===== config.mk =====
export PLATFORM = sky130hd
export DESIGN_NAME = multi_key_debounce_scanner_flat
export DESIGN_NICKNAME = d
export VERILOG_FILES = /design/src/rtl/mkds_pkg.sv /design/src/rtl/mkds_if.sv /design/src/rtl/multi_key_debounce_scanner.sv /design/src/rtl/mkds_lane.sv /design/src/rtl/mkds_merge.sv /design/src/flat_wrapper.sv
export SDC_FILE = /design/constraint.sdc
export NUM_CORES = 1
export LEC_CHECK = 0
export BUFFER_PORTS_ARGS = -buffer_cell sky130_fd_sc_hd__clkbuf_2
export CAP_MARGIN = 20
export CORE_MARGIN = 2
export CORE_UTILIZATION = 55
export DETAILED_ROUTE_END_ITERATION = 10
export HOLD_SLACK_MARGIN = 0.15
export PLACE_DENSITY = 0.84
export SETUP_SLACK_MARGIN = 0.1
export SLEW_MARGIN = 30
export SYNTH_ARGS = -nofsm -noshare
export SYNTH_HDL_FRONTEND = slang
export SYNTH_SLANG_ARGS = --single-unit

===== constraint.sdc =====
create_clock -name clk -period 3.75 [get_ports clk]
set_clock_uncertainty 0.1 [all_clocks]
set_input_delay 0.1875 -clock clk [delete_from_list [all_inputs] [get_ports clk]]
set_output_delay 0.1875 -clock clk [all_outputs]
set_load 0.03 [all_outputs]

===== src/rtl/mkds_pkg.sv =====
package mkds_pkg;

    localparam int KEY_SLOTS = 8;
    localparam int CNT_W     = 8;
    localparam int REG_IDX_W = 3;
    localparam int WDATA_W   = 64;

    localparam logic [CNT_W-1:0] CNT_MAX = '1;

    typedef enum logic [REG_IDX_W-1:0] {
        REG_KEY_PRESENT     = 3'd0,
        REG_ACTIVE_LEVEL    = 3'd1,
        REG_REPEAT          = 3'd2,
        REG_RELEASE_TRIGGER = 3'd3,
        REG_TIMEOUT_TICKS   = 3'd4
    } reg_index_t;

    // Settings that one key lane sees.
    typedef struct packed {
        logic             present;
        logic             active_level;
        logic             repeat_en;
        logic             release_trig;
        logic [CNT_W-1:0] timeout;
    } key_cfg_t;

    // What one lane reports after a scan.
    typedef struct packed {
        logic active;
        logic held;
    } key_status_t;

endpackage


===== src/rtl/mkds_if.sv =====
interface mkds_scan_in_if;
    logic       valid;
    logic       ready;
    logic [7:0] raw_levels;
    logic [7:0] ack_mask;

    modport source (output valid, output raw_levels, output ack_mask, input ready);
    modport sink (input valid, input raw_levels, input ack_mask, output ready);
endinterface

interface mkds_scan_out_if;
    logic       valid;
    logic       ready;
    logic [7:0] active_flags;
    logic [7:0] held_flags;

    modport source (output valid, output active_flags, output held_flags, input ready);
    modport sink (input valid, input active_flags, input held_flags, output ready);
endinterface

interface mkds_cfg_if;
    logic        valid;
    logic        ready;
    logic [2:0]  reg_index;
    logic [63:0] wdata;

    modport source (output valid, output reg_index, output wdata, input ready);
    modport sink (input valid, input reg_index, input wdata, output ready);
endinterface


===== src/rtl/multi_key_debounce_scanner.sv =====
// Latency: a scan transfer shows its result on the output channel in the next cycle.
// Throughput: one scan per cycle; every key lane updates in the same cycle, and the
// single result register accepts a new scan whenever it is empty or being drained.
// Reset (rst_n, asynchronous, active low): all keys idle with zero counts and flags,
// all slots present, active level low, no repeat, press trigger, zero timeouts.
module multi_key_debounce_scanner
    import mkds_pkg::*;
#(
    parameter int NUM_KEYS = 8
)
(
    input  logic            clk,
    input  logic            rst_n,
    mkds_scan_in_if.sink    scan_in,
    mkds_scan_out_if.source scan_out,
    mkds_cfg_if.sink        cfg
);

    logic [7:0]         present_reg;
    logic [7:0]         active_level_reg;
    logic [7:0]         repeat_reg;
    logic [7:0]         release_trig_reg;
    logic [WDATA_W-1:0] timeout_reg;

    logic                        fire;
    logic                        in_ready;
    key_status_t [KEY_SLOTS-1:0] lane_status;

    assign cfg.ready = 1'b1;

    always_ff @(posedge clk or negedge rst_n)
    begin
        if (!rst_n)
        begin
            present_reg      <= 8'hFF;
            active_level_reg <= 8'h00;
            repeat_reg       <= 8'h00;
            release_trig_reg <= 8'h00;
            timeout_reg      <= '0;
        end
        else if (cfg.valid)
        begin
            unique case (cfg.reg_index)
                REG_KEY_PRESENT:     present_reg      <= cfg.wdata[7:0];
                REG_ACTIVE_LEVEL:    active_level_reg <= cfg.wdata[7:0];
                REG_REPEAT:          repeat_reg       <= cfg.wdata[7:0];
                REG_RELEASE_TRIGGER: release_trig_reg <= cfg.wdata[7:0];
                REG_TIMEOUT_TICKS:   timeout_reg      <= cfg.wdata;
                default:
                begin
                    timeout_reg <= timeout_reg;
                end
            endcase
        end
    end

    assign scan_in.ready = in_ready;
    assign fire          = scan_in.valid && in_ready;

    for (genvar k = 0; k < KEY_SLOTS; k++)
    begin : g_lane
        if (k < NUM_KEYS)
        begin : g_used
            key_cfg_t key_cfg;

            assign key_cfg.present      = present_reg[k];
            assign key_cfg.active_level = active_level_reg[k];
            assign key_cfg.repeat_en    = repeat_reg[k];
            assign key_cfg.release_trig = release_trig_reg[k];
            assign key_cfg.timeout      = timeout_reg[CNT_W*k +: CNT_W];

            mkds_lane u_lane (
                .clk         (clk),
                .rst_n       (rst_n),
                .fire        (fire),
                .raw_bit     (scan_in.raw_levels[k]),
                .ack_bit     (scan_in.ack_mask[k]),
                .key_cfg     (key_cfg),
                .status_next (lane_status[k])
            );
        end
        else
        begin : g_unused
            // Slots beyond the configured key count always report zero.
            assign lane_status[k] = '0;
        end
    end

    mkds_merge u_merge (
        .clk          (clk),
        .rst_n        (rst_n),
        .in_valid     (scan_in.valid),
        .in_ready     (in_ready),
        .lane_status  (lane_status),
        .out_valid    (scan_out.valid),
        .out_ready    (scan_out.ready),
        .active_flags (scan_out.active_flags),
        .held_flags   (scan_out.held_flags)
    );

endmodule


===== src/rtl/mkds_lane.sv =====
module mkds_lane
    import mkds_pkg::*;
(
    input  logic        clk,
    input  logic        rst_n,
    input  logic        fire,
    input  logic        raw_bit,
    input  logic        ack_bit,
    input  key_cfg_t    key_cfg,
    output key_status_t status_next
);

    typedef enum logic [1:0] {
        PH_IDLE    = 2'd0,
        PH_BOUNCE  = 2'd1,
        PH_PRESSED = 2'd2
    } phase_t;

    phase_t           phase_reg, phase_next;
    logic [CNT_W-1:0] count_reg, count_next;
    logic             flag_reg, flag_next;
    logic             pressed;

    assign pressed = (raw_bit == key_cfg.active_level);

    always_comb
    begin
        phase_next = phase_reg;
        count_next = count_reg;
        flag_next  = flag_reg;
        if (ack_bit)
        begin
            phase_next = PH_IDLE;
            count_next = '0;
            flag_next  = 1'b0;
        end
        if (key_cfg.present)
        begin
            if (pressed)
            begin
                unique case (phase_next)
                    PH_IDLE:
                    begin
                        phase_next = PH_BOUNCE;
                    end
                    PH_BOUNCE:
                    begin
                        if (count_next >= key_cfg.timeout)
                        begin
                            phase_next = PH_PRESSED;
                            if (!key_cfg.release_trig)
                            begin
                                flag_next  = 1'b1;
                                count_next = '0;
                            end
                        end
                    end
                    PH_PRESSED:
                    begin
                        if (key_cfg.repeat_en && (count_next >= key_cfg.timeout))
                        begin
                            flag_next = 1'b1;
                        end
                    end
                    default:
                    begin
                        phase_next = phase_next;
                    end
                endcase
                if (count_next != CNT_MAX)
                begin
                    count_next = count_next + 1'b1;
                end
            end
            else if (key_cfg.release_trig && (count_next >= key_cfg.timeout))
            begin
                // A long enough hold fires on release and keeps its state.
                flag_next = 1'b1;
            end
            else
            begin
                phase_next = PH_IDLE;
                count_next = '0;
                flag_next  = 1'b0;
            end
        end
    end

    always_ff @(posedge clk or negedge rst_n)
    begin
        if (!rst_n)
        begin
            phase_reg <= PH_IDLE;
            count_reg <= '0;
            flag_reg  <= 1'b0;
        end
        else if (fire)
        begin
            phase_reg <= phase_next;
            count_reg <= count_next;
            flag_reg  <= flag_next;
        end
    end

    assign status_next.active = flag_next;
    assign status_next.held   = (phase_next == PH_PRESSED);

    a_idle_count_zero: assert property (@(posedge clk) disable iff (!rst_n)
        (phase_reg == PH_IDLE) |-> (count_reg == '0))
        else $error("idle key holds a nonzero count");

    a_hold_without_scan: assert property (@(posedge clk) disable iff (!rst_n)
        !fire |=> ($stable(phase_reg) && $stable(count_reg) && $stable(flag_reg)))
        else $error("key state changed without a scan transfer");

    a_ack_empty_slot: assert property (@(posedge clk) disable iff (!rst_n)
        (fire && ack_bit && !key_cfg.present) |=>
            (!flag_reg && (phase_reg == PH_IDLE) && (count_reg == '0)))
        else $error("acknowledged empty slot was not cleared");

endmodule


===== src/rtl/mkds_merge.sv =====
module mkds_merge
    import mkds_pkg::*;
(
    input  logic                       clk,
    input  logic                       rst_n,
    input  logic                       in_valid,
    output logic                       in_ready,
    input  key_status_t [KEY_SLOTS-1:0] lane_status,
    output logic                       out_valid,
    input  logic                       out_ready,
    output logic [KEY_SLOTS-1:0]       active_flags,
    output logic [KEY_SLOTS-1:0]       held_flags
);

    logic                 valid_reg;
    logic [KEY_SLOTS-1:0] active_reg, active_next;
    logic [KEY_SLOTS-1:0] held_reg, held_next;
    logic                 fire;

    assign in_ready = !valid_reg || out_ready;
    assign fire     = in_valid && in_ready;

    always_comb
    begin
        for (int k = 0; k < KEY_SLOTS; k++)
        begin
            active_next[k] = lane_status[k].active;
            held_next[k]   = lane_status[k].held;
        end
    end

    always_ff @(posedge clk or negedge rst_n)
    begin
        if (!rst_n)
        begin
            valid_reg <= 1'b0;
        end
        else if (fire)
        begin
            valid_reg <= 1'b1;
        end
        else if (out_ready)
        begin
            valid_reg <= 1'b0;
        end
    end

    always_ff @(posedge clk)
    begin
        if (fire)
        begin
            active_reg <= active_next;
            held_reg   <= held_next;
        end
    end

    assign out_valid    = valid_reg;
    assign active_flags = active_reg;
    assign held_flags   = held_reg;

    a_result_follows_scan: assert property (@(posedge clk) disable iff (!rst_n)
        fire |=> valid_reg)
        else $error("accepted scan left no result");

    a_stall_only_when_full: assert property (@(posedge clk) disable iff (!rst_n)
        !in_ready |-> (valid_reg && !out_ready))
        else $error("input stalled while the result register could move");

    a_no_result_without_scan: assert property (@(posedge clk) disable iff (!rst_n)
        (!$past(fire) && !$past(valid_reg)) |-> !valid_reg)
        else $error("result appeared without a scan transfer");

endmodule

===== src/flat_wrapper.sv =====
// flat-port wrapper written by rule: the top's interface ports become plain ports
module multi_key_debounce_scanner_flat import mkds_pkg::*;
#(
    parameter int NUM_KEYS = 8
)
  (clk, rst_n, scan_in_valid, scan_in_raw_levels, scan_in_ack_mask, scan_in_ready, scan_out_valid, scan_out_active_flags, scan_out_held_flags, scan_out_ready, cfg_valid, cfg_reg_index, cfg_wdata, cfg_ready);
  mkds_scan_in_if scan_in_i ();
  mkds_scan_out_if scan_out_i ();
  mkds_cfg_if cfg_i ();
  input  logic clk;
  input  logic rst_n;
  input wire logic [$bits(scan_in_i.valid)-1:0] scan_in_valid;
  input wire logic [$bits(scan_in_i.raw_levels)-1:0] scan_in_raw_levels;
  input wire logic [$bits(scan_in_i.ack_mask)-1:0] scan_in_ack_mask;
  output wire logic [$bits(scan_in_i.ready)-1:0] scan_in_ready;
  output wire logic [$bits(scan_out_i.valid)-1:0] scan_out_valid;
  output wire logic [$bits(scan_out_i.active_flags)-1:0] scan_out_active_flags;
  output wire logic [$bits(scan_out_i.held_flags)-1:0] scan_out_held_flags;
  input wire logic [$bits(scan_out_i.ready)-1:0] scan_out_ready;
  input wire logic [$bits(cfg_i.valid)-1:0] cfg_valid;
  input wire logic [$bits(cfg_i.reg_index)-1:0] cfg_reg_index;
  input wire logic [$bits(cfg_i.wdata)-1:0] cfg_wdata;
  output wire logic [$bits(cfg_i.ready)-1:0] cfg_ready;
  assign scan_in_i.valid = scan_in_valid;
  assign scan_in_i.raw_levels = scan_in_raw_levels;
  assign scan_in_i.ack_mask = scan_in_ack_mask;
  assign scan_in_ready = scan_in_i.ready;
  assign scan_out_valid = scan_out_i.valid;
  assign scan_out_active_flags = scan_out_i.active_flags;
  assign scan_out_held_flags = scan_out_i.held_flags;
  assign scan_out_i.ready = scan_out_ready;
  assign cfg_i.valid = cfg_valid;
  assign cfg_i.reg_index = cfg_reg_index;
  assign cfg_i.wdata = cfg_wdata;
  assign cfg_ready = cfg_i.ready;
  multi_key_debounce_scanner #(.NUM_KEYS(NUM_KEYS)) u_core (.clk(clk), .rst_n(rst_n), .scan_in(scan_in_i), .scan_out(scan_out_i), .cfg(cfg_i));
endmodule

# Word level (Yosys, flattened, before mapping)
# Cells that the tools add are included.
# Widths: inputs -> output; s select.
# totals
register_bits	201
out_inout_bits	19
elab_cells	320
input_bits	88
# classes
muxes	194
n_reduce_logical	34
n_eq_ne	44
n_addsub	8
magnitude_cmp	8
# ops
cell	count
$mux 8	80
$mux 2	40
$add 8x1->8 const B	8
$ge 8x8->1	8
$ne 8x8->1 const B	8
$mux 1	58
$eq 2x2->1 const B	16
$pmux 2 s2	8
$logic_and 1x1->1	17
$eq 2x1->1 const B	8
$logic_not 2->1	8
$pmux 1 s2	8
$reduce_and 2->1	5
$eq 1x1->1	8
$eq 3x2->1 const B	2
$eq 3x1->1 const B	1
$eq 3x3->1 const B	1
$logic_not 3->1	1
$reduce_bool 2->1	1
$logic_not 1->1	1
$logic_or 1x1->1	1

# Depth between registers and ports, before layout
# Gate-level depths: netlist of the first run.
# logic_depth
ltp_word	10
depth_mapped	12
ltp_nobuf	11

# Cells and area by module
# From an unflattened synthesis of the first run, not the netlist that was laid out.
# hier_totals
cells_unflattened	1330
hier_area_um2	13336.5
# modules_own_cells
module	area_each_um2	cells_per_inst	n_inst	seq_area_each_um2
mkds_lane at u_core.g_lane[0].g_used.u_lane ...	1111.1	137	5	275.3
multi_key_debounce_scanner	3890.0	209	1	2412.3
mkds_lane at u_core.g_lane[7].g_used.u_lane	1223.7	146	1	275.3
mkds_lane at u_core.g_lane[2].g_used.u_lane	1096.1	133	1	275.3
mkds_lane at u_core.g_lane[6].g_used.u_lane	1037.2	137	1	275.3
mkds_merge	534.3	20	1	505.5

# Worst setup path before layout of the first run
# OpenSTA, ideal clock, no wires.
# synth_path
kind	input to register
start	input port scan_in_ack_mask[1]
end	register u_core.u_merge.held_reg[1], in the netlist u_core.u_merge.held_flags[1] (data pin)
path_stages	12
path_buffers	3
t_required_ns	3.395
slack_ns	0.962
arrival_ns	2.433
setup_ns	0.255
cell_sequence	clkbuf_1 -> clkbuf_1 -> nor2b_1 -> ha_1 -> a21o_1 -> a21o_1 -> a221o_1 -> buf_2 -> o41ai_2 -> o21ai_0 -> o21ai_0 -> nor2_1
# synth_rtl
item	line	source
from (decl)	flat_wrapper.sv:14	input wire logic [$bits(scan_in_i.ack_mask)-1:0] scan_in_ack_mask;
to (signal assigned)	mkds_merge.sv:53	held_reg <= held_next;
to (decl)	mkds_merge.sv:17	logic [KEY_SLOTS-1:0] held_reg, held_next;

# Worst setup path in the final report of the first run
# layout_path
start	input port scan_in_ack_mask[7]
end	register u_core.g_lane[7].g_used.u_lane.phase_reg[0]
# layout_between
elab_chain_len	6
word_cells_on_any_way	11
classes_between	1 x order compare; 1 x eq/ne; 7 x mux; 2 x reduce/logical
# layout_lines
item	line	source
$mux 8	mkds_lane.sv:31	if (ack_bit)
$ge 8x8->1	mkds_lane.sv:48, mkds_lane.sv:75	
$mux 2 or $logic_and 1x1->1 (tied branches)	mkds_lane.sv:48, mkds_lane.sv:75	
$pmux 2 s2 or $mux 2 (tied branches)	mkds_lane.sv:41, mkds_lane.sv:75	
$mux 2	mkds_lane.sv:39	if (pressed)
$mux 2 (*)	mkds_lane.sv:37	if (key_cfg.present)
to (signal assigned)	mkds_lane.sv:99	phase_reg <= phase_next;
to (decl)	mkds_lane.sv:19	phase_t phase_reg, phase_next;
# Mark *: on every way between the ends. The rest lies on a longest branch, timed or not.
# A chain may end at the register's enable or synchronous reset.

==> results of run 1 <==
==> power by group through the flow <==
stage	logic, mW	registers (mW)	clock network [mW]
CTS	1.56	2.80	2.21
detailed placement	1.48	2.84	0
global placement	1.41	2.83	0
floorplan	1.10	2.77	0
global route	1.78	2.85	2.30
finish	1.59	2.81	2.16
==> logic make-up after synthesis <==
logic type,synth area share (%)
other,0.0304
flip-flops,41.4
AND/OR/NAND/NOR,18.6
buffers and inverters,4.75
multiplexers,4.09
XOR/XNOR,1.56
AO/OA/AOI/OAI,21.3
adder cells (fa/ha/maj),8.18
==> timing repair <==
action | CTS | global route
hold buffers | 83 | 0
endpoints found under the hold margin | 197 | 0
setup buffers | 0 | 0
setup endpoints to repair | 0 | 0
==> cell usage in the layout (no fill, tap or decap), types with 26 or more instances in the layout <==
master / synthesis / final
a21o_1: 26 / 26
a21oi_1: 78 / 78
clkbuf_2: 0 / 104
dfrtp_1: 177 / 177
dlygate4sd3_1: 0 / 83
ha_1: 80 / 80
inv_1: 104 / 103
mux2_2: 44 / 44
nand2_1: 182 / 181
nand2b_1: 33 / 33
nand3_1: 32 / 32
nor2_1: 77 / 76
nor2b_1: 58 / 58
o21ai_0: 129 / 129
==> synth_stat cells (21+ instances only) <==
| library cell | instances | area, um2 |
|---|---|---|
| nand2b_1 | 33 | 206 |
| mux2_2 | 44 | 495 |
| nor2_1 | 77 | 289 |
| nand2_1 | 182 | 683 |
| dfrtp_1 | 177 | 4430 |
| clkbuf_1 | 36 | 135 |
| a21o_1 | 26 | 195 |
| inv_1 | 104 | 390 |
| nand3_1 | 32 | 160 |
| ha_1 | 80 | 1000 |
| a21oi_1 | 78 | 390 |
| nor2b_1 | 58 | 363 |
| o21ai_0 | 129 | 646 |
| nor3_1 | 21 | 105 |
==> layer usage <==
metal  vias up  part of all wire (%)
met5         -                     0
met4         0                   1.8
met1      5257                    44
li1       5252                     -
met3        54                   6.6
met2       395                    48
==> through the flow <==
stage	hold slack (ps)	cell area, um2
after detailed placement	181	13100
after CTS	153	14700
after global routing	195	14700
after global placement	174	13100
final	162	14700
after floorplan	-208	12400
==> worst max-delay path by stage <==
| stage | cells after the start | to | from | slack (ps) |
|---|---|---|---|---|
| finish | 13 | u_core.g_lane[7].g_used.u_lane.phase_reg[0]$_DFFE_PN0P_ | scan_in_ack_mask[7] | 490 |
| global route | 13 | u_core.g_lane[7].g_used.u_lane.phase_reg[0]$_DFFE_PN0P_ | scan_in_ack_mask[7] | 340 |
| CTS | 13 | u_core.g_lane[7].g_used.u_lane.phase_reg[0]$_DFFE_PN0P_ | scan_in_ack_mask[7] | 580 |
| detailed placement | 10 | u_core.u_merge.held_flags[6]$_DFFE_PP_ | scan_in_ack_mask[6] | 850 |
| global placement | 11 | u_core.g_lane[1].g_used.u_lane.phase_reg[0]$_DFFE_PN0P_ | scan_in_ack_mask[1] | 910 |
| floorplan | 12 | u_core.u_merge.held_flags[1]$_DFFE_PP_ | scan_in_ack_mask[1] | 960 |
==> critical path: cells and delay by family <==
kind,cells,cell delay [ps]
adder cells (fa/ha/maj),2,630
AO/OA/AOI/OAI,5,990
AND/OR/NAND/NOR,2,190
buffers and inverters,4,1530
==> cell type report <==
class / instances / share of cell area (%)
multi-input cells: 1024 / 45.3
flip-flops and latches: 201 / 34.8
repair buffers: 196 / 9.86
clock buffers: 33 / 4.51
inverters: 104 / 2.65
well taps: 280 / 2.38
clock inverters: 8 / 0.442
diodes: 2 / 0.0340
==> results_dict.tcl, run 1 <==
set metrics [dict create \
    n_fill_cell 1643 \
    syn_inst 1375 \
    ir_drop_v 0.000353 \
    cts_sinks 201 \
    slew_headroom_pct 47.9 \
    swShare_pct 31.2 \
    layout-drive-gt1-share_pct 14.6 \
    met2_usage_pct 43.3 \
    synthesis.nets 1543 \
    p_clk_share_pct 32.9 \
    syn_area_per_cell_um2 8.98 \
    cp-end-kind "register" \
    dr.pass1.iters 5 \
    path_clk_slew_ps 50 \
    fmax_ghz 0.307 \
    cp_data_required_time_ps 4030 \
    rsz0062_at_grt "no" \
    p_int_mw 4.52 \
    viasPerCell 5.93 \
    synthDistinctLibCells 86 \
    ant_nets 0 \
    combinationalPowerShare_pct 24.2 \
    cap_violations 0 \
    period_share_pct 86.9 \
    die_x_um 154 \
    tightest_slew_ps 782 \
    yosys_register_bits 201 \
    overflow 0 \
    period_needed_ps 3260 \
    seq_power_share_pct 42.9 \
    antenna_found_initial 2 \
    htreeDepth 1 \
    numCtsBuffers 23 \
    status "finished clean" \
    setup_violations 0 \
    dp_cells 1722 \
    grt_use_met1_pct 35.1 \
    routed_wl_mm 30.5 \
    synth-edff-count 16 \
    start_util_pct 56.3 \
    r2r_cells 11 \
    clock_path_buffers 3 \
    whs_endpoint "u_core.g_lane[5].g_used.u_lane.count_reg[1]$_DFFE_PN0P_" \
    ff2ff_setup_slack_ps 700 \
    drc_errors 0 \
    seq_area_mm2 0.00512 \
    final.setup.worst_slack_ps 490 \
    dpl.hpwl_mm 20.2 \
    grt_pass1_vias 10656 \
    multi_input_area_mm2 0.00666 \
    slowest_stage "dlygate4sd3_1" \
    slowest_delay_ps 570 \
    nNetsFinal 1718 \
    coreArea_mm2 0.0220 \
    met3_usage_pct 3.72 \
    r2r-start "u_core.g_lane[7].g_used.u_lane.count_reg[7]$_DFFE_PN0P_" \
    post-route-util_pct 67.0 \
    p_leak_nw 6.70 \
    power_mw 6.56 \
    clk_latency_ps 510 \
    dieHeight_um 154 \
    grt_max_degree 115 \
    drt-initial-drc-count 900 \
    finalMaxSlewViolations 0 \
    grt_pass1_wl_mm 51.1 \
    reg2reg_to "u_core.g_lane[7].g_used.u_lane.phase_reg[0]$_DFFE_PN0P_" \
    vias 10958 \
    io_pins 107 \
    switching_power_mw 2.05 \
    synth_area_mm2 0.0124 \
    pre_cts_slack_ps 852 \
    arrival_ps 3540 \
    postCtsResizedCells 0 \
    whs_path_depth 3 \
    ys_async_sr_fraction_pct 92.0 \
    busiest_layer "met2" \
    worstHoldPathType "input pin to register" \
    fin_tns_setup_ps 0 \
    p_per_area_mw_per_mm2 446 \
    yosysSeqAreaShare_pct 41.4 \
    crit_chain "dlygate4sd3_1, clkbuf_2, inv_1, nand2_1, ha_1, nand2b_1, a21oi_1, maj3_1, o21a_1, a311oi_1, o22a_1, dlygate4sd3_1, a21oi_1" \
    cts_root_buf "clkbuf_16" \
    yosys_warnings 0 \
    critPathMaxFanout 12 \
    finalWeightedCongestion 0.907 \
    portBuffers 105 \
    cts_tree "yes" \
    globalRouteTotalUtil_pct 25.7 \
    hold_start "scan_in_ack_mask[5]" \
    row_count 54 \
    wire_per_inst_um 16.5 \
    critPathKind "input pin to register" \
    final_cells 1848 \
    die-area_mm2 0.0237 \
    area_delta_synth_final_pct 19.0 \
    startpoint_type "input pin" \
    synth_flop_cell "dfrtp_1" \
    final-hold-violation-count 0 \
]
No activity file was read; power rests on OpenSTA's default activity.
==> run 2, diff against run 1 <==
--- a/config.mk
+++ b/config.mk
@@ -5,13 +5,13 @@
 export SDC_FILE = /design/constraint.sdc
 export NUM_CORES = 1
 export LEC_CHECK = 0
-export BUFFER_PORTS_ARGS = -buffer_cell sky130_fd_sc_hd__clkbuf_2
 export CAP_MARGIN = 20
 export CORE_MARGIN = 2
 export CORE_UTILIZATION = 55
 export DETAILED_ROUTE_END_ITERATION = 10
+export DONT_BUFFER_PORTS = 1
 export HOLD_SLACK_MARGIN = 0.15
-export PLACE_DENSITY = 0.84
+export PLACE_DENSITY = 0.8
 export SETUP_SLACK_MARGIN = 0.1
 export SLEW_MARGIN = 30
 export SYNTH_ARGS = -nofsm -noshare
==> run 2 against run 1 <==
- the flow now finishes with violations (hold timing)
- setup slack worse by 110 ps
- worst hold slack got worse by 880 ps
- count of clock-buffer cells in the layout is 3 lower
- fmax down 3.2%
- power increased by 0.48%
- critical endpoint is now u_core.g_lane[2].g_used.u_lane.count_reg[4]$_DFFE_PN0P_
- non-clock buffer count fell by 70
- sequential share of layout area up 0.43 points
- flip-flop and latch count is the same
==> results_dict.tcl, run 2 (synthesis results as in run 1) <==
set metrics [dict create \
    status "finished, violations left" \
    violations "hold timing" \
    drc_errors 0 \
    dieHeight_um 154 \
    n_antenna_cell 0 \
    ant_nets 0 \
    grt_pass1_vias 10520 \
    finalMaxSlewViolations 0 \
    fin_tns_setup_ps 0 \
    p_leak_nw 6.40 \
    layout_commonest_cell "nand2_1" \
    die-area_mm2 0.0237 \
    cap_violations 0 \
    viasPerCell 6.03 \
    die_x_um 154 \
    vias 10710 \
    cts_sinks 201 \
    ir_drop_v 0.000316 \
    wire_per_inst_um 17.3 \
    overflow 0 \
    io_pins 107 \
    period_share_pct 89.8 \
    dpl.hpwl_mm 19.5 \
    clk_latency_ps 510 \
    hold_buffers 118 \
    grt_pass1_wl_mm 51.9 \
    coreArea_mm2 0.0220 \
    holdWs_ps -719 \
    htreeDepth 1 \
    p_per_area_mw_per_mm2 454 \
    r2r-start "u_core.u_merge.out_valid$_DFFE_PN0P_" \
    startpoint "scan_in_ack_mask[2]" \
    dr.pass1.iters 5 \
    start_util_pct 56.3 \
    cp_data_required_time_ps 4080 \
    cts_tree "yes" \
    setup_violations 0 \
    numCtsBuffers 23 \
    critPathMaxFanout 11 \
    final_cell_mix "nand2_1 (181), dfrtp_1 (177), o21ai_0 (129)" \
    clock_path_buffers 3 \
    placed_area_mm2 0.0126 \
    critPathKind "input pin to register" \
    slew_headroom_pct 45.0 \
    tightest_slew_ps 826 \
    layout-drive-gt1-share_pct 8.42 \
    globalRouteTotalUtil_pct 26.3 \
    nNetsFinal 1648 \
    cp-end-kind "register" \
    startpoint_type "input pin" \
    final_area_mm2 0.0145 \
    arrival_ps 3700 \
    drt-initial-drc-count 717 \
    reg2reg_to "u_core.g_lane[2].g_used.u_lane.count_reg[4]$_DFFE_PN0P_" \
    final-hold-violation-count 185 \
    worstHoldPathType "input pin to async pin" \
    ff2ff_setup_slack_ps 550 \
    fmax_ghz 0.297 \
    path_clk_slew_ps 60 \
    row_count 54 \
    finalWeightedCongestion 0.937 \
    grt_max_degree 186 \
    r2r_cells 9 \
    critPathCapture "u_core.g_lane[2].g_used.u_lane.count_reg[4]$_DFFE_PN0P_" \
    rsz0062_at_grt "no" \
    portBuffers 0 \
    period_needed_ps 3370 \
    antenna_found_initial 1 \
    cts_root_buf "clkbuf_16" \
    routed_wl_mm 30.7 \
    area_delta_synth_final_pct 17.6 \
]
run 2: through the flow:
| stage | utilization [%] | cells | power [mW] | worst slack, ps | hold WS, ps |
|---|---|---|---|---|---|
| global placement | 57.3 | 1617 | 4.12 | 1020 | -199 |
| global route | 66.2 | 1776 | 6.95 | 132 | -738 |
| CTS | 66.2 | 1776 | 6.60 | 463 | -730 |
| finish | 66.2 | 1776 | 6.59 | 383 | -719 |
| floorplan | - | 1375 | 3.87 | 962 | -208 |
| detailed placement | 57.4 | 1617 | 4.19 | 890 | -199 |
run 2: report_power, final:
part	total [mW]	switching, mW	internal [mW]	leakage [nW]
combinational	1.51	0.835	0.679	3.50
clock	2.23	0.894	1.34	0.379
sequential	2.84	0.292	2.55	2.52
run 2: critical path: stages:
cell,delay (ps)
dlygate4sd3_1,820
inv_1,200
nand2_1,180
ha_1,250
nand2b_1,140
a2111o_1,400
o211ai_1,130
a21boi_1,190
nor3_2,370
dlygate4sd3_1,610
o21ai_0,80
a21oi_1,140
run 2: what timing repair did:
action | in CTS | in global routing
buffers inserted | 0 | 0
resized for setup | 0 | 0
endpoints found under the hold margin | 384 | 185
run 2: final cells by class:
type                    instances  area, um2
clock buffers                  30        642
clock inverters                11        109
fillers                      1639       7430
inverters                     104        390
multi-input cells            1024       6660
flip-flops and latches        201       5120
well taps                     280        350
repair buffers                126       1250
run 2: metal layers:
layer  track usage [%]  vias to the layer above  part of all wire (%)
met5                 0                        -                 0.036
met4              6.68                        2                   2.3
met3              4.68                       63                   6.5
met2              44.4                      372                    47
met1              35.2                     5157                    44
li1                  -                     5116                     -
run 2: worst min-delay path by stage:
stage,slack [ps],cells past startpoint,from,end
after floorplan,-210,0,rst_n,u_core.active_level_reg[0]$_DFFE_PN0P_
after global placement,-200,0,rst_n,u_core.g_lane[7].g_used.u_lane.count_reg[1]$_DFFE_PN0P_
after detailed placement,-200,0,rst_n,u_core.g_lane[7].g_used.u_lane.count_reg[3]$_DFFE_PN0P_
after CTS,-730,0,rst_n,u_core.g_lane[7].g_used.u_lane.count_reg[3]$_DFFE_PN0P_
after global routing,-740,0,rst_n,u_core.g_lane[7].g_used.u_lane.count_reg[1]$_DFFE_PN0P_
final,-720,0,rst_n,u_core.g_lane[7].g_used.u_lane.count_reg[4]$_DFFE_PN0P_
==> run 3, diff against run 2 <==
--- a/config.mk
+++ b/config.mk
@@ -11,8 +11,8 @@
 export DETAILED_ROUTE_END_ITERATION = 10
 export DONT_BUFFER_PORTS = 1
 export HOLD_SLACK_MARGIN = 0.15
-export PLACE_DENSITY = 0.8
-export SETUP_SLACK_MARGIN = 0.1
+export PLACE_DENSITY = 0.7
+export SETUP_SLACK_MARGIN = 0.02
 export SLEW_MARGIN = 30
 export SYNTH_ARGS = -nofsm -noshare
 export SYNTH_HDL_FRONTEND = slang
==> constraint.sdc (replaced) <==
create_clock -name clk -period 3.75 [get_ports clk]
set_clock_uncertainty 0.1 [all_clocks]
set_input_delay 0.375 -clock clk [delete_from_list [all_inputs] [get_ports clk]]
set_output_delay 0.375 -clock clk [all_outputs]
set_load 0.03 [all_outputs]
==> run 3 against run 2 <==
- the flow still finishes with violations (hold timing)
- critical endpoint is now u_core.g_lane[5].g_used.u_lane.count_reg[1]$_DFFE_PN0P_
- setup slack gained 290 ps
- power shrank 1.2%
- combinational power shrank 6%
- fmax grew 9.6%
- critical path type unchanged
- count of clock-buffer cells in the layout grew 7
- non-clock buffer count shrank 36
==> results_dict.tcl, run 3 (synthesis results as in run 1) <==
set metrics [dict create \
    status "finished, violations left" \
    violations "hold timing" \
    htreeDepth 1 \
    io_pins 107 \
    n_antenna_cell 0 \
    layout_commonest_cell "nand2_1" \
    p_per_area_mw_per_mm2 459 \
    cts_tree "yes" \
    arrival_ps 3380 \
    critPathMaxFanout 11 \
    dpl.hpwl_mm 19.2 \
    routed_wl_mm 28.8 \
    wire_per_inst_um 16.5 \
    fmax_ghz 0.325 \
    die_x_um 154 \
    setup_violations 0 \
    slew_headroom_pct 38.2 \
    vias 10284 \
    cap_violations 0 \
    period_needed_ps 3070 \
    numCtsBuffers 24 \
    overflow 0 \
    antenna_found_initial 0 \
    p_leak_nw 6.27 \
    row_count 54 \
    die-area_mm2 0.0237 \
    period_share_pct 82.0 \
    globalRouteTotalUtil_pct 24.6 \
    post_cts.repair.setup_buffers 0 \
    final-hold-violation-count 185 \
    grt_max_degree 186 \
    placed_area_mm2 0.0126 \
    n_fill_cell 1757 \
    path_clk_slew_ps 50 \
    ant_nets 0 \
    cp-end-kind "register" \
    rsz0062_at_grt "no" \
    area_delta_synth_final_pct 14.9 \
    final_area_mm2 0.0142 \
    fin_tns_setup_ps 0 \
    portBuffers 0 \
    finalWeightedCongestion 0.885 \
    dieHeight_um 154 \
    ir_drop_v 0.000399 \
    dr.pass1.iters 5 \
    holdWs_ps -545 \
    postCtsResizedCells 0 \
    finalMaxSlewViolations 0 \
    drc_errors 0 \
    clk_latency_ps 510 \
    cp_data_required_time_ps 4060 \
    nNetsFinal 1613 \
    worstHoldPathType "input pin to async pin" \
    viasPerCell 5.90 \
    cts_sinks 201 \
    hold_buffers 83 \
    clock_path_buffers 3 \
    critPathKind "input pin to register" \
    tightest_slew_ps 923 \
    layout-drive-gt1-share_pct 8.34 \
    cts_root_buf "clkbuf_16" \
    startpoint_type "input pin" \
    final_cell_mix "nand2_1 (181), dfrtp_1 (177), o21ai_0 (129)" \
    grt_pass1_wl_mm 48.8 \
    start_util_pct 56.3 \
    drt-initial-drc-count 615 \
    grt_pass1_vias 9877 \
    coreArea_mm2 0.0220 \
]
## run 3: cell types whose count changed in the layout (fill, tap and decap cells not counted), moves of 2 or more
cell	delta
clkbuf_16	+2
clkinv_2	-3
dlygate4sd3_1	-35
clkbuf_1	+5
## run 3: final cells by class
| class | instances | area [um2] | area share, % |
|---|---|---|---|
| tap | 280 | 350 | 2.47 |
| clock inverter | 7 | 62.6 | 0.441 |
| multi-input combinational | 1024 | 6660 | 46.9 |
| timing repair buffer | 90 | 896 | 6.31 |
| inverter | 104 | 390 | 2.75 |
| clock buffer | 37 | 711 | 5.01 |
| sequential | 201 | 5120 | 36.1 |
## run 3: path summary, 6_finish.rpt
kind	startpoint	endpoint	slack [ps]	cells past startpoint
setup / recovery	scan_in_ack_mask[5]	u_core.g_lane[5].g_used.u_lane.count_reg[1]$_DFFE_PN0P_	680	10
hold / removal	rst_n	u_core.g_lane[2].g_used.u_lane.count_reg[4]$_DFFE_PN0P_	-550	0
setup reg to reg	u_core.g_lane[1].g_used.u_lane.count_reg[0]$_DFFE_PN0P_	u_core.g_lane[1].g_used.u_lane.phase_reg[0]$_DFFE_PN0P_	890	10
hold reg to reg	u_core.g_lane[0].g_used.u_lane.count_reg[5]$_DFFE_PN0P_	u_core.g_lane[0].g_used.u_lane.count_reg[5]$_DFFE_PN0P_	390	2
max in group asynchronous	rst_n	u_core.present_reg[5]$_DFFE_PN1P_	3770	0
min in group clk	scan_in_ack_mask[4]	u_core.g_lane[4].g_used.u_lane.phase_reg[1]$_DFFE_PN0P_	170	3
## run 3: worst max-delay path: stages
cell and delay [ps]:
dlygate4sd3_1 800, nor2b_1 160, ha_1 340, a211oi_1 310, o211ai_1 130, o21bai_1 210, and2_1 270, a21o_1 290
or2_1 260, a211oi_1 230
## run 3: report_power, final
part           leakage, nW  internal [mW]  switching (mW)  total [mW]
clock                0.380           1.37           0.880        2.25
sequential            2.52           2.55           0.292        2.85
combinational         3.37          0.626           0.795        1.42
## run 3: through the flow
step	hold slack (ps)	cells	setup WS (ps)	power [mW]	utilization [%]
2_1_floorplan	-20.6	1375	775	3.87	-
3_3_place_gp	-14.3	1616	1020	4.14	57.3
3_5_place_dp	-14.0	1616	921	4.19	57.3
4_1_cts	-556	1743	729	6.56	64.6
5_1_grt	-565	1743	506	6.90	64.6
6_report	-545	1743	676	6.51	64.6
## run 3: layer usage
| layer | up-vias | routed length [um] | global-route usage [%] |
|---|---|---|---|
| met5 | - | 0 | 0 |
| li1 | 5052 | - | - |
| met2 | 265 | 13400 | 40.3 |
| met1 | 4931 | 13400 | 34.5 |
| met3 | 36 | 1620 | 4.43 |
| met4 | 0 | 478 | 5.30 |
